--- src/rtl/core/rfcr_pkg.sv ---
// Shared types, constants and functions for the RTU frame command receiver.
// Used by the frame memory, the CRC unit and the top level; no dependencies.
`timescale 1ns / 1ps
`default_nettype none

package rfcr_pkg;

    localparam int unsigned FRAME_LEN = 8;
    localparam int unsigned POS_W     = $clog2(FRAME_LEN);
    localparam int unsigned CFG_IDX_W = 1;
    localparam int unsigned CFG_DATA_W = 16;

    // Frame byte positions.
    localparam logic [POS_W-1:0] POS_ADDR   = 3'd0;
    localparam logic [POS_W-1:0] POS_REG_HI = 3'd2;
    localparam logic [POS_W-1:0] POS_REG_LO = 3'd3;
    localparam logic [POS_W-1:0] POS_REF_HI = 3'd4;
    localparam logic [POS_W-1:0] POS_REF_LO = 3'd5;
    localparam logic [POS_W-1:0] POS_CRC_HI = 3'd6;
    localparam logic [POS_W-1:0] POS_LAST   = 3'd7;

    localparam logic [15:0] CRC_INIT = 16'hFFFF;
    localparam logic [15:0] CRC_POLY = 16'hA001;

    // Reference values on the control register.
    localparam logic [15:0] REF_OPERATIONAL = 16'h0001;
    localparam logic [15:0] REF_STOP        = 16'h0002;
    localparam logic [15:0] REF_PREOP       = 16'h0080;
    localparam logic [15:0] REF_RESET_APP   = 16'h0081;
    localparam logic [15:0] REF_RESET_COMM  = 16'h0082;

    localparam logic [CFG_IDX_W-1:0] CFG_NODE_ADDR = 1'b0;
    localparam logic [CFG_IDX_W-1:0] CFG_CTRL_REG  = 1'b1;

    localparam logic KIND_CMD  = 1'b0;
    localparam logic KIND_ECHO = 1'b1;

    typedef enum logic [2:0] {
        CMD_NONE        = 3'd0,
        CMD_OPERATIONAL = 3'd1,
        CMD_STOP        = 3'd2,
        CMD_PREOP       = 3'd3,
        CMD_RESET       = 3'd4
    } t_node_cmd;

    typedef struct packed {
        logic upd;
        logic clr;
    } t_crc_ctl;

    function automatic logic [15:0] crc_update(input logic [15:0] crc, input logic [7:0] b);
        logic [15:0] c;
        c = crc ^ {8'h00, b};
        for (int i = 0; i < 8; i++) begin
            c = c[0] ? ((c >> 1) ^ CRC_POLY) : (c >> 1);
        end
        return c;
    endfunction

    function automatic t_node_cmd decode_ref(input logic [15:0] ref_val);
        t_node_cmd cmd;
        unique case (ref_val)
            REF_OPERATIONAL: cmd = CMD_OPERATIONAL;
            REF_STOP:        cmd = CMD_STOP;
            REF_PREOP:       cmd = CMD_PREOP;
            REF_RESET_APP,
            REF_RESET_COMM:  cmd = CMD_RESET;
            default:         cmd = CMD_NONE;
        endcase
        return cmd;
    endfunction

endpackage

`default_nettype wire

--- src/rtl/core/rfcr_rx_if.sv ---
// Receive byte channel: valid/ready handshake carrying one serial byte per beat.
// No dependencies.
`timescale 1ns / 1ps
`default_nettype none

interface rfcr_rx_if;
    logic       valid;
    logic       ready;
    logic [7:0] rx_byte;

    modport source (output valid, output rx_byte, input ready);
    modport sink   (input valid, input rx_byte, output ready);
endinterface

`default_nettype wire

--- src/rtl/core/rfcr_res_if.sv ---
// Result channel: valid/ready handshake carrying one command or echo result per beat.
// No dependencies.
`timescale 1ns / 1ps
`default_nettype none

interface rfcr_res_if;
    logic       valid;
    logic       ready;
    logic       result_kind;
    logic [2:0] node_command;
    logic [7:0] echo_byte;
    logic       last;

    modport source (output valid, output result_kind, output node_command,
                    output echo_byte, output last, input ready);
    modport sink   (input valid, input result_kind, input node_command,
                    input echo_byte, input last, output ready);
endinterface

`default_nettype wire

--- src/rtl/core/rtu_frame_command_receiver.sv ---
// Top level of the RTU frame command receiver: control sequencer and configuration.
// Depends on rfcr_pkg, rfcr_rx_if, rfcr_res_if, rfcr_frame_ram and rfcr_crc_unit.
//
// Bytes are grouped into fixed 8-byte frames with no resynchronization. While the
// block is idle it takes at most one byte per cycle, writes it into the frame memory
// and folds bytes 0 to 5 into the running CRC. After byte 7 the block reads the frame
// back through the memory's single read port, one byte a cycle, and does not take
// input meanwhile. For a frame addressed to this node it then issues one command
// beat, and, if the CRC matches, echoes the 8 bytes, each one read and then loaded
// into the output register. An output stall holds the sequencer whenever a beat is
// still waiting when the next one is due to be loaded. The last output beat may still
// wait in the output register while the next frame's bytes are accepted.
`timescale 1ns / 1ps
`default_nettype none

module rtu_frame_command_receiver
    import rfcr_pkg::*;
(
    input  wire logic                  i_clk,
    input  wire logic                  i_rst_n,
    rfcr_rx_if.sink                    i_rx,
    rfcr_res_if.source                 o_res,
    input  wire logic                  i_cfg_we,
    input  wire logic [CFG_IDX_W-1:0]  i_cfg_idx,
    input  wire logic [CFG_DATA_W-1:0] i_cfg_data
);

    typedef enum logic [2:0] {
        S_IDLE,
        S_SCAN,
        S_CMD,
        S_FETCH,
        S_ECHO
    } t_state;

    t_state          r_state;
    logic [POS_W-1:0] r_pos;
    logic [POS_W-1:0] r_cnt;
    logic [7:0]      r_node_addr;
    logic [15:0]     r_ctrl_reg;
    logic [7:0]      r_last_byte;
    logic            r_addr_ok;
    logic [7:0]      r_reg_hi;
    logic            r_reg_ok;
    logic [7:0]      r_ref_hi;
    t_node_cmd       r_cmd;
    logic            r_crc_ok;

    logic            r_out_valid;
    logic            r_out_kind;
    t_node_cmd       r_out_cmd;
    logic [7:0]      r_out_byte;
    logic            r_out_last;

    logic            rx_acc;
    logic            out_free;
    logic            out_load;
    logic [POS_W-1:0] rd_pos;
    logic [7:0]      rdata;
    logic [15:0]     crc;
    t_crc_ctl        crc_ctl;

    assign i_rx.ready = (r_state == S_IDLE);
    assign rx_acc     = i_rx.valid && i_rx.ready;
    assign out_free   = !r_out_valid || o_res.ready;
    // A new beat is loaded into the output register in this cycle.
    assign out_load   = out_free && ((r_state == S_CMD) || (r_state == S_ECHO));
    // Read data in this cycle belongs to the address presented in the cycle before.
    assign rd_pos     = r_cnt - 3'd1;

    assign crc_ctl.upd = rx_acc && (r_pos < POS_CRC_HI);
    assign crc_ctl.clr = (r_state == S_SCAN) && (r_cnt == POS_LAST);

    rfcr_frame_ram u_ram (
        .i_clk   (i_clk),
        .i_we    (rx_acc),
        .i_waddr (r_pos),
        .i_wdata (i_rx.rx_byte),
        .i_raddr (r_cnt),
        .o_rdata (rdata)
    );

    rfcr_crc_unit u_crc (
        .i_clk   (i_clk),
        .i_rst_n (i_rst_n),
        .i_ctl   (crc_ctl),
        .i_byte  (i_rx.rx_byte),
        .o_crc   (crc)
    );

    always_ff @(posedge i_clk) begin
        if (!i_rst_n) begin
            r_state     <= S_IDLE;
            r_pos       <= '0;
            r_cnt       <= '0;
            r_out_valid <= 1'b0;
            r_node_addr <= 8'd1;
            r_ctrl_reg  <= 16'd1;
        end else begin
            if (i_cfg_we) begin
                unique case (i_cfg_idx)
                    CFG_NODE_ADDR: r_node_addr <= i_cfg_data[7:0];
                    CFG_CTRL_REG:  r_ctrl_reg  <= i_cfg_data;
                    default: ;
                endcase
            end

            if (o_res.valid && o_res.ready && !out_load) begin
                r_out_valid <= 1'b0;
            end

            unique case (r_state)
                S_IDLE: begin
                    if (rx_acc) begin
                        if (r_pos == POS_LAST) begin
                            r_pos       <= '0;
                            r_cnt       <= '0;
                            r_last_byte <= i_rx.rx_byte;
                            r_state     <= S_SCAN;
                        end else begin
                            r_pos <= r_pos + 3'd1;
                        end
                    end
                end
                S_SCAN: begin
                    // The count wraps to zero after the last position.
                    r_cnt <= r_cnt + 3'd1;
                    unique case (rd_pos)
                        POS_ADDR:   r_addr_ok <= (rdata == r_node_addr);
                        POS_REG_HI: r_reg_hi  <= rdata;
                        POS_REG_LO: r_reg_ok  <= ({r_reg_hi, rdata} == r_ctrl_reg);
                        POS_REF_HI: r_ref_hi  <= rdata;
                        POS_REF_LO: r_cmd     <= r_reg_ok ? decode_ref({r_ref_hi, rdata})
                                                          : CMD_NONE;
                        POS_CRC_HI: r_crc_ok  <= (rdata == crc[15:8]) &&
                                                 (r_last_byte == crc[7:0]);
                        default: ;
                    endcase
                    if (r_cnt == POS_LAST) begin
                        r_state <= r_addr_ok ? S_CMD : S_IDLE;
                    end
                end
                S_CMD: begin
                    if (out_free) begin
                        r_out_valid <= 1'b1;
                        r_out_kind  <= KIND_CMD;
                        r_out_cmd   <= r_cmd;
                        r_out_byte  <= 8'h00;
                        r_out_last  <= !r_crc_ok;
                        r_state     <= r_crc_ok ? S_FETCH : S_IDLE;
                    end
                end
                S_FETCH: begin
                    r_state <= S_ECHO;
                end
                S_ECHO: begin
                    if (out_free) begin
                        r_out_valid <= 1'b1;
                        r_out_kind  <= KIND_ECHO;
                        r_out_cmd   <= CMD_NONE;
                        r_out_byte  <= rdata;
                        r_out_last  <= (r_cnt == POS_LAST);
                        r_cnt       <= r_cnt + 3'd1;
                        r_state     <= (r_cnt == POS_LAST) ? S_IDLE : S_FETCH;
                    end
                end
                default: r_state <= S_IDLE;
            endcase
        end
    end

    assign o_res.valid        = r_out_valid;
    assign o_res.result_kind  = r_out_kind;
    assign o_res.node_command = r_out_cmd;
    assign o_res.echo_byte    = r_out_byte;
    assign o_res.last         = r_out_last;

    // The final byte of a frame always starts the read-back scan.
    a_last_byte_scans: assert property (@(posedge i_clk) disable iff (!i_rst_n)
        (rx_acc && (r_pos == POS_LAST)) |=> (r_state == S_SCAN))
        else $error("frame end did not start the scan");

    // Byte position only advances while input is taken, so it is zero elsewhere.
    a_pos_zero_when_busy: assert property (@(posedge i_clk) disable iff (!i_rst_n)
        (r_state != S_IDLE) |-> (r_pos == '0))
        else $error("byte position moved outside idle");

    // A command beat without last must be followed by the echo sequence.
    a_cmd_then_echo: assert property (@(posedge i_clk) disable iff (!i_rst_n)
        (r_state == S_CMD && out_free && r_crc_ok) |=>
        (r_state == S_FETCH && r_out_valid && r_out_kind == KIND_CMD && !r_out_last))
        else $error("command beat with good CRC not followed by echo");

    // The echo beat with last set is the eighth one and returns to idle.
    a_echo_last_idle: assert property (@(posedge i_clk) disable iff (!i_rst_n)
        (r_state == S_ECHO && out_free && r_cnt == POS_LAST) |=>
        (r_state == S_IDLE && r_out_last && r_out_kind == KIND_ECHO))
        else $error("final echo beat misplaced");

endmodule

`default_nettype wire

--- src/rtl/core/rfcr_frame_ram.sv ---
// Frame store: 8 x 8-bit synchronous memory, one write and one read port,
// read data registered. Depends on rfcr_pkg.
`timescale 1ns / 1ps
`default_nettype none

module rfcr_frame_ram
    import rfcr_pkg::*;
(
    input  wire logic             i_clk,
    input  wire logic             i_we,
    input  wire logic [POS_W-1:0] i_waddr,
    input  wire logic [7:0]       i_wdata,
    input  wire logic [POS_W-1:0] i_raddr,
    output logic [7:0]            o_rdata
);

    logic [7:0] r_mem [FRAME_LEN];
    logic [7:0] r_rdata;

    always_ff @(posedge i_clk) begin
        if (i_we) begin
            r_mem[i_waddr] <= i_wdata;
        end
        r_rdata <= r_mem[i_raddr];
    end

    assign o_rdata = r_rdata;

endmodule

`default_nettype wire

--- src/rtl/core/rfcr_crc_unit.sv ---
// Running CRC-16/MODBUS register with a byte-wide update and a clear to the
// initial value. Depends on rfcr_pkg.
`timescale 1ns / 1ps
`default_nettype none

module rfcr_crc_unit
    import rfcr_pkg::*;
(
    input  wire logic       i_clk,
    input  wire logic       i_rst_n,
    input  wire t_crc_ctl   i_ctl,
    input  wire logic [7:0] i_byte,
    output logic [15:0]     o_crc
);

    logic [15:0] r_crc;
    logic [15:0] n_crc;

    always_comb begin
        priority if (i_ctl.clr) begin
            n_crc = CRC_INIT;
        end else if (i_ctl.upd) begin
            n_crc = crc_update(r_crc, i_byte);
        end else begin
            n_crc = r_crc;
        end
    end

    always_ff @(posedge i_clk) begin
        if (!i_rst_n) begin
            r_crc <= CRC_INIT;
        end else begin
            r_crc <= n_crc;
        end
    end

    assign o_crc = r_crc;

endmodule

`default_nettype wire

--- src/flat_wrapper.sv ---
// flat-port wrapper written by rule: the top's interface ports become plain ports
module rtu_frame_command_receiver_flat import rfcr_pkg::*;
  (i_clk, i_rst_n, i_cfg_we, i_cfg_idx, i_cfg_data, i_rx_valid, i_rx_rx_byte, i_rx_ready, o_res_valid, o_res_result_kind, o_res_node_command, o_res_echo_byte, o_res_last, o_res_ready);
  rfcr_rx_if i_rx_i ();
  rfcr_res_if o_res_i ();
  input  wire logic i_clk;
  input  wire logic i_rst_n;
  input  wire logic i_cfg_we;
  input  wire logic [CFG_IDX_W-1:0] i_cfg_idx;
  input  wire logic [CFG_DATA_W-1:0] i_cfg_data;
  input wire logic [$bits(i_rx_i.valid)-1:0] i_rx_valid;
  input wire logic [$bits(i_rx_i.rx_byte)-1:0] i_rx_rx_byte;
  output wire logic [$bits(i_rx_i.ready)-1:0] i_rx_ready;
  output wire logic [$bits(o_res_i.valid)-1:0] o_res_valid;
  output wire logic [$bits(o_res_i.result_kind)-1:0] o_res_result_kind;
  output wire logic [$bits(o_res_i.node_command)-1:0] o_res_node_command;
  output wire logic [$bits(o_res_i.echo_byte)-1:0] o_res_echo_byte;
  output wire logic [$bits(o_res_i.last)-1:0] o_res_last;
  input wire logic [$bits(o_res_i.ready)-1:0] o_res_ready;
  assign i_rx_i.valid = i_rx_valid;
  assign i_rx_i.rx_byte = i_rx_rx_byte;
  assign i_rx_ready = i_rx_i.ready;
  assign o_res_valid = o_res_i.valid;
  assign o_res_result_kind = o_res_i.result_kind;
  assign o_res_node_command = o_res_i.node_command;
  assign o_res_echo_byte = o_res_i.echo_byte;
  assign o_res_last = o_res_i.last;
  assign o_res_i.ready = o_res_ready;
  rtu_frame_command_receiver u_core (.i_clk(i_clk), .i_rst_n(i_rst_n), .i_rx(i_rx_i), .o_res(o_res_i), .i_cfg_we(i_cfg_we), .i_cfg_idx(i_cfg_idx), .i_cfg_data(i_cfg_data));
endmodule
--- config.mk ---
export PLATFORM = sky130hd
export DESIGN_NAME = rtu_frame_command_receiver_flat
export DESIGN_NICKNAME = d
export VERILOG_FILES = /design/src/rtl/core/rfcr_pkg.sv /design/src/rtl/core/rfcr_rx_if.sv /design/src/rtl/core/rfcr_res_if.sv /design/src/rtl/core/rtu_frame_command_receiver.sv /design/src/rtl/core/rfcr_frame_ram.sv /design/src/rtl/core/rfcr_crc_unit.sv /design/src/flat_wrapper.sv
export SDC_FILE = /design/constraint.sdc
export NUM_CORES = 1
export LEC_CHECK = 0
export BUFFER_PORTS_ARGS = -buffer_cell sky130_fd_sc_hd__buf_4
export CAP_MARGIN = 20
export CELL_PAD_IN_SITES_DETAIL_PLACEMENT = 0
export CELL_PAD_IN_SITES_GLOBAL_PLACEMENT = 1
export CORE_UTILIZATION = 47
export CTS_BUF_LIST = sky130_fd_sc_hd__clkbuf_8
export DETAILED_ROUTE_END_ITERATION = 16
export GPL_TIMING_DRIVEN = 0
export MAX_ROUTING_LAYER = met4
export PLACE_DENSITY = 0.83
export REMOVE_ABC_BUFFERS = 1
export SLEW_MARGIN = 30
export SYNTH_ARGS = -nofsm -noshare
export SYNTH_HDL_FRONTEND = slang
export SYNTH_SLANG_ARGS = --single-unit
--- constraint.sdc ---
create_clock -name i_clk -period 2.4 [get_ports i_clk]
set_input_delay 0.36 -clock i_clk [delete_from_list [all_inputs] [get_ports i_clk]]
set_output_delay 0.36 -clock i_clk [all_outputs]
set_load 0.02 [all_outputs]
==> metrics.txt <==
total grt overflow=0; Fin Clk Skew=9.61 ps; largest net degree at the start of global routing=41; Worst Hold Class=primary input to register; leakage=around 2.6 nW; Ys Warns=0; fin. max-slew vios=0; CP max-delay cell=or4_1; total number of H-tree levels=4; final setup fails=0; Worst Slack Setup Final=169 ps; Post-DRT Antenna Nets=0; vias in the first global route=3,956; Mapped Cells=517; Worst Setup End Kind=register; mapped cell area=6860 sq um; GR Util All Layers=19.8%; Worst Hold Launch=i_cfg_data[0]; status=finished clean; Die Y=123 microns; DR pass1 iterations=4; Syn Area/Cell=13.3 sq um; Post-synth ARST share=0%; Sink Count=about 170; VDD IR max=about 0.4 mV; I/O Buffers=44; Critical Path Source=u_core.r_state[2]; share of layout cells above drive strength 1=21.2%; pre-CTS WS=-337 ps; CTS max path bufs=2; Die X-Extent=123 microns; final wirelength=13,100 microns; Vias/cell=5.26; Final Critical Period=2230 ps; Inserted Clock Buffers=17; Top FF cell, synth=edfxtp_1; Die ar.=15,100 sq um; initial core utilization=48.9%; # diodes=0; first-pass GRT wire length=20,900 microns; crit-path cells=nor3_4 -> and2_1 -> nand2_2 -> or4_1 -> o311a_1; PD cells=737 nW/um^2; Final period util=93.0%; crit-path max FO=25; # rows=between 40 and 50; Reg-to-Reg Start=u_core.r_state[2]; Slew headroom=51.8%; Nets=a little under 600; Post-synth EDFFs=107; post-detail-place hpwl=8750 microns; FF+latch count, synth=between 150 and 200; WP data arrival=2580 ps; type of the worst setup path=register to register; routed len/inst=approximately 17 microns; Startpoint Class=register; setup TNS=0 ps; max_cap viols=0; fill count=1,137; clock-pin slew on the worst setup and hold paths=90 ps; # IOs=45; Worst Max-Slew Pin Slew=~720 ps; core area=14,000 sq um; initial antenna violation count=0; CTS tree=yes; register area share after synthesis=63.7%; Distinct cells, synth=a little over 40; clock root buffer=clkbuf_8; Final Wtd Congestion=0.786; FMAX=448 MHz; worst skew pair latency=450 ps; Via Count=3,944; drt drc=0; Crit path required time=2740 ps; max incr delay on CP=580 ps; DR iter-0 viols=359; P&R area growth vs syn=13.8%; Final Hold Vio Count=0; Post-CTS Setup Inserts=0; RSZ-0062 raised after global routing=false; max reg flops=64
[cells by family after synthesis]
logic type	count (synthesis)	synth area share, %
AOI/OAI and AO/OA	54	5.65
xor gates and xnor gates	63	8.52
adders and majority gates	8	1.46
buffers and inverters	30	1.66
DFF	165	63.7
muxes	26	6.86
and+or+nand+nor	171	12.1
[cells in the final DEF, fill, tap and decap left out, drive strengths merged, types with 8 or more instances in the layout]
master,Yosys,final
nor3,10,10
nor2b,14,14
edfxtp,107,107
mux2,8,8
o211ai,8,8
inv,4,12
nand4,12,12
a21boi,26,26
nand2,82,82
mux4,16,16
clkbuf,24,17
dfxtp,58,58
buf,2,47
xnor2,58,58
nor2,9,9
and2,13,13
ha,8,8
nand3,8,8
[power breakdown]
group | switching, mW | total (mW) | internal (mW) | leakage (nW)
Combinational | 0.263 | 0.591 | 0.328 | 0.991
Clock | 1.08 | 1.93 | 0.845 | 0.181
Sequential | 0.121 | 3.24 | 3.12 | 1.45
[repair_timing]
item / 4_1_cts / 5_1_grt
hold buffers: 0 / 0
resized for setup: 7 / 6
endpoints found under the setup margin: 58 / 30
[cell usage after synthesis (all sizes together), types with 9 or more instances]
cell    instances  area, sq um
edfxtp        107         3210
nand2          82          308
dfxtp          58         1160
xnor2          58          508
a21boi         26          195
clkbuf         24         90.1
mux4           16          360
nor2b          14         87.6
and2           13         81.3
nand4          12         75.1
nor3           10         50.1
nor2            9         33.8
[per-layer routing]
layer,global-route usage (%),vias to the layer above,wire [microns]
met2,30.6,90,6290
met4,6.55,0,166
met5,-,-,0
li1,-,1944,-
met1,25.3,1899,5910
met3,5.20,11,747
[through the flow]
step           power (mW)  instances  area, sq um  utilization (%)  hold WS [ps]
6_report             5.76        750         7810             55.6           145
5_1_grt              5.99        750         7810             55.6           118
4_1_cts              5.80        750         7780             55.4           118
3_5_place_dp         3.89        718         7370             52.5           471
3_3_place_gp         3.87        715         7320             52.1           464
2_1_floorplan        3.70        491         6760                -           432
[final timing paths]
path / to / slack [ps] / cells after the start
setup / recovery: u_core.u_crc.o_crc[14] / 170 / 5
hold / removal: u_core.r_ctrl_reg[0] / 140 / 3
setup reg to reg: u_core.u_crc.o_crc[14] / 170 / 5
hold reg to reg: u_core.r_ctrl_reg[6] / 480 / 2
[worst max-delay path, delay by kind of cell, from the launching register on]
family	cells	cell delay, ps
AO/OA/AOI/OAI	1	140
flip-flops	1	470
AND/OR/NAND/NOR	4	1510
[final cells by class]
class	count	area (sq um)	area share, %
Sequential cell	165	4380	56.1
Multi-Input combinational cell	322	2460	31.5
Timing Repair Buffer	47	350	4.49
Clock buffer	17	234	3.00
Tap cell	180	225	2.88
Clock inverter	15	146	1.87
Inverter	4	15.0	0.192
(Power assumes the default switching activity.)
